### src/chip8_instruction_core_assert.svh
// ----------------------------------------------------------------------------
// chip8_instruction_core assertion macros
// Shared concurrent assertion forms, clocked on clk, off during reset.
// ----------------------------------------------------------------------------
`ifndef CHIP8_INSTRUCTION_CORE_ASSERT_SVH
`define CHIP8_INSTRUCTION_CORE_ASSERT_SVH

// same-cycle implication
`define C8IC_ASSERT_NOW(lbl, a, c) \
  lbl: assert property (@(posedge clk) disable iff (!rst_n) (a) |-> (c)) \
    else $error("c8ic assertion failed");

// next-cycle implication
`define C8IC_ASSERT_NXT(lbl, a, c) \
  lbl: assert property (@(posedge clk) disable iff (!rst_n) (a) |=> (c)) \
    else $error("c8ic assertion failed");

`endif

### src/c8ic_ram.sv
// ----------------------------------------------------------------------------
// c8ic_ram
// Generic single-write, single-read RAM with registered read data.
// ----------------------------------------------------------------------------
module c8ic_ram #(
  parameter int WIDTH = 8,
  parameter int DEPTH = 16
) (
  input  logic                     clk,
  input  logic                     we,
  input  logic [$clog2(DEPTH)-1:0] waddr,
  input  logic [WIDTH-1:0]         wdata,
  input  logic [$clog2(DEPTH)-1:0] raddr,
  output logic [WIDTH-1:0]         rdata
);

  logic [WIDTH-1:0] mem [DEPTH];

  always_ff @(posedge clk) begin
    if (we) begin
      mem[waddr] <= wdata;
    end
    rdata <= mem[raddr];
  end

endmodule

### config.mk
export PLATFORM = sky130hd
export DESIGN_NAME = c8ic_ram
export DESIGN_NICKNAME = d
export VERILOG_FILES = /design/src/chip8_instruction_core_assert.svh /design/src/c8ic_ram.sv
export SDC_FILE = /design/constraint.sdc
export NUM_CORES = 1
export LEC_CHECK = 0
export BUFFER_PORTS_ARGS = -buffer_cell sky130_fd_sc_hd__clkbuf_2
export CAP_MARGIN = 15
export CORE_ASPECT_RATIO = 1.5
export CORE_MARGIN = 2
export CORE_UTILIZATION = 45
export CTS_BUF_LIST = sky130_fd_sc_hd__clkbuf_8
export DETAILED_ROUTE_END_ITERATION = 6
export HOLD_SLACK_MARGIN = 0.03
export PLACE_DENSITY = 0.7
export SYNTH_ARGS = -nofsm -noshare
export SYNTH_HDL_FRONTEND = slang
export SYNTH_SLANG_ARGS = --single-unit
### constraint.sdc
create_clock -name clk -period 2.85 [get_ports clk]
set_clock_uncertainty 0.15 [all_clocks]
set_input_delay 0.57 -clock clk [delete_from_list [all_inputs] [get_ports clk]]
set_output_delay 0.57 -clock clk [all_outputs]
set_load 0.01 [all_outputs]
# == After elaboration in Yosys (flattened, before gate mapping) ==
# Memories as Yosys holds them, arrays and structs flattened. A register that Yosys moved wholly into a read port is not among the register bits.
# Cells that the tools add are included.
# classes
muxes,2
# ops
op,count
1-bit two-way mux,2
# totals
mem_bits_rw,128
wordCells,3
reg_bits,0
memories,1
inputBits,18
out_inout_bits,8
# memory_table
memory,depth,width,rd,rd_ports_with_merged_regs,write_ports,line_no,text
mem,16,8,1,1,1,c8ic_ram.sv:17,logic [WIDTH-1:0] mem [DEPTH];

# == Logic depth before layout (Yosys ltp) ==
# logic_depth
word_depth,2
ltp_mapped,5
depth_no_buf,3

# == Least setup slack after synthesis ==
# OpenSTA, ideal clock, no wires.
# synth_timing
kind,input to register
from,input waddr[2]
to,"memory mem[0][0], enable pin"
path_buffers,0
setup_slack_ps,637
setup_ps,383
stages,2
required_time_ps,2317
t_arrival_ps,1680
path_cell_list,or3b_2 -> nor3_1
# synth_lines
item,line_no,text
from (decl),c8ic_ram.sv:11,"input logic [$clog2(DEPTH)-1:0] waddr,"
to (decl),c8ic_ram.sv:17,
# Straight into the memory's write port.

# == Worst setup path after layout ==
# layout_timing
from,input waddr[2]
to,"memory mem[3][1], enable pin"
# Straight into the memory's write port.

==> impl_results.md <==
* Total gr overflow at 0
* Initial drt markers at 140
* Register area share after synthesis at 77.8%
* Crit Path Max Fanout at 8
* Final Instance Area at between 5000 and 6000 um2
* Crit end category: flip-flop
* Combinational share of power at 5.4%
* Power Total at 3.86 mW
* Clock-pin slew on the worst setup and hold paths at 0.07 ns
* Post-CTS sizing at 0
* I/O Pins at 26
* Tmin final at between 1.5 and 2 ns
* Vias in the first global route at 2,550
* Final worst slack at 1.02 ns
* VDD IR max at 0.297 mV
* Seq pwr share at 58.3%
* GP Congestion at approximately 0.83
* Met1 usage at around a fifth
* Status: complete, no violations
* Clock Power Share at 36.3%
* Syn. warnings at 0
* Sw Share at 20.7%
* Fin Setup TNS at 0 ns
* NetSw at roughly 0.80 mW
* Root Driver: clkbuf_8
* RSZ-0062 raised after global routing: no
* Clock Sinks at 136
* CTS max path bufs at 2
* First-pass GRT wire length at 15,100 um
* Slew @ Worst Pin at between 0.7 and 0.8 ns
* Vias at roughly 2.4k
* CTS H-tree lvls at 4
* # rows at 47
* Final number of setup-violating endpoints at 0
* Die area at 12,300 um2
* CP Data Required Time at between 2 and 3 ns
* CORE AREA at 11,100 um2
* CP Data Arrival Time at between 1.5 and 2 ns
* WL/cell at 22.1 um
* Ant. Diodes at 0
* CTS tree: done
* Class of the worst hold path: in2reg
* Max_cap viols at 0
* Syn_area_per_cell at 22.5 um2
* Crit path buf inv count at 1
* Largest net degree at the start of global routing at 33
* Port Buffers at 25
* Post-Syn Nets at 247
* Die W at around 91 um
* Grt met3 use at under 10%
* Util after Layout at a little over half
* Leakage at 1.99 nW
* Postcts setup bufs at 0
* Antenna violations before repair at 0
* Drc violations at 0
* Layout Nets at ~300
* Initial Util at a little under half
* Drt pass-1 iters at 4
* DR vias/cell at approximately 5.5
* Startpoint Class: primary input
* Die Ht at 135 um
* Setup WS pre-CTS at 0.567 ns
* Fin. Hold Viols at 0
* Slowest cell on the critical path: nor2_1
* Netlist Area Pre-Place at 5150 um2
* Share of layout cells above drive strength 1 at 30.3%
* Slew Limit Fails at 0
* Busiest grt layer: met2
* Post-Route WL at 9760 um
* Pwr Density at 656 nW/um2
* Syn Inst Count at 229
* Slew HR at 49.3%
* Worst-path cell chain: clkbuf_2 > or3b_2 > nor2_1
* Synthesis-to-finish area growth at 14.2%
* Crit path kind: in2reg
* CTS Hold Bufs at 0
* All-Layer GR Usage at 17.3%
* Detail Placement HPWL at around 6500 um
* GR Util met2 at 30.2%
* Maximum clock rate at roughly 0.55 GHz
* Skew-Pair Late Insertion Delay at 0.42 ns
* Worst path max stage delay at 0.55 ns
* Final period util at 64.3%
* ANT nets after route at 0
* Netlist cell types at 19
* Cts bufs inserted at 17
* Synth Register Bits at roughly 140
* Design internal power at ~3 mW
* Crit path max-delay family: simple AND/OR/NAND/NOR gates
* Placed cell area at 5520 um2
synthesized netlist by cell type:
| master | n | area share [%] |
|---|---|---|
| buf_6 | 3 | 0.66 |
| and2b_1 | 1 | 0.15 |
| and2_1 | 1 | 0.12 |
| nand2_1 | 9 | 0.66 |
| nand3b_1 | 2 | 0.29 |
| nor2b_1 | 1 | 0.12 |
| nand2b_1 | 2 | 0.24 |
| mux4_1 | 14 | 7.1 |
| or3b_2 | 1 | 0.17 |
| buf_4 | 1 | 0.15 |
| nor3_1 | 4 | 0.39 |
| buf_2 | 3 | 0.29 |
| a22oi_1 | 16 | 2.3 |
| nand3_1 | 1 | 0.097 |
| mux4_2 | 18 | 7.9 |
| dfxtp_1 | 8 | 3.1 |
| nor2_1 | 13 | 0.95 |
| clkdlybuf4s25_2 | 3 | 0.58 |
| edfxtp_1 | 128 | 75 |
power groups by stage:
stage                     Sequential [mW]  Clock (mW)  Combinational, mW
after floorplan                      2.29           0              0.114
after global placement               2.29           0              0.204
after detailed placement             2.29           0              0.211
after CTS                            2.25        1.43              0.211
after global routing                 2.25        1.52              0.226
final                                2.25        1.40              0.207
final timing paths:
kind / startpoint / endpoint / slack, ns / cells past startpoint
worst max-delay path: waddr[2] / mem[3][1] / 1.02 / 3
worst min-delay path: wdata[6] / mem[14][6] / 0.43 / 1
worst max register to register: mem[2][7] / rdata[7] / 1.37 / 3
worst min register to register: mem[15][2] / rdata[2] / 0.52 / 3
layer usage:
layer,up-vias,wire length (um)
li1,1074,-
met1,1271,3760
met2,79,5390
met3,11,465
met4,0,142
met5,-,0
worst reg2reg max path: cells and delay by family (launching register included):
family             cells  cell delay [ns]
AOI/OAI and AO/OA      1             0.26
DFF                    1             0.38
muxes                  1             0.47
and+or+nand+nor        1             0.11
stage by stage:
step                      hold WS [ns]  instances
final                            0.425        441
after global routing             0.425        441
after CTS                        0.407        441
after detailed placement         0.505        409
after global placement           0.498        409
after floorplan                  0.479        229
state kept, by name, summed over array words and instances (netlist names):
signal  cells
rdata       8
mem       128
placed cells by master, fill, tap and decap left out, drive strengths merged:
| cell type | instances |
|---|---|
| and2 | 1 |
| nor2b | 1 |
| clkinvlp | 3 |
| nand2b | 2 |
| nand3 | 1 |
| clkbuf | 45 |
| or3b | 1 |
| a22oi | 16 |
| nor2 | 13 |
| clkinv | 4 |
| edfxtp | 128 |
| nand3b | 2 |
| nor3 | 4 |
| inv | 4 |
| dfxtp | 8 |
| buf | 18 |
| nand2 | 9 |
| bufinv | 1 |
| and2b | 1 |
| mux4 | 32 |
cell type report:
cell class | count | area (um2)
Clock buffer | 20 | 275
Clock inverter | 12 | 86.3
Fill cell | 852 | 5240
Multi-Input combinational cell | 83 | 1060
Sequential cell | 136 | 4000
Tap cell | 147 | 184
Timing Repair Buffer | 43 | 273
cells by family (layout without fill, tap and decap cells):
group / Yosys count / in the layout / share of synthesized area (%)
and+or+nand+nor: 35 / 35 / 3.18
buffers and inverters: 10 / 75 / 1.68
AOI/OAI and AO/OA: 16 / 16 / 2.33
muxes: 32 / 32 / 15.0
DFF: 136 / 136 / 77.8
No activity file was read; power rests on OpenSTA's default activity.
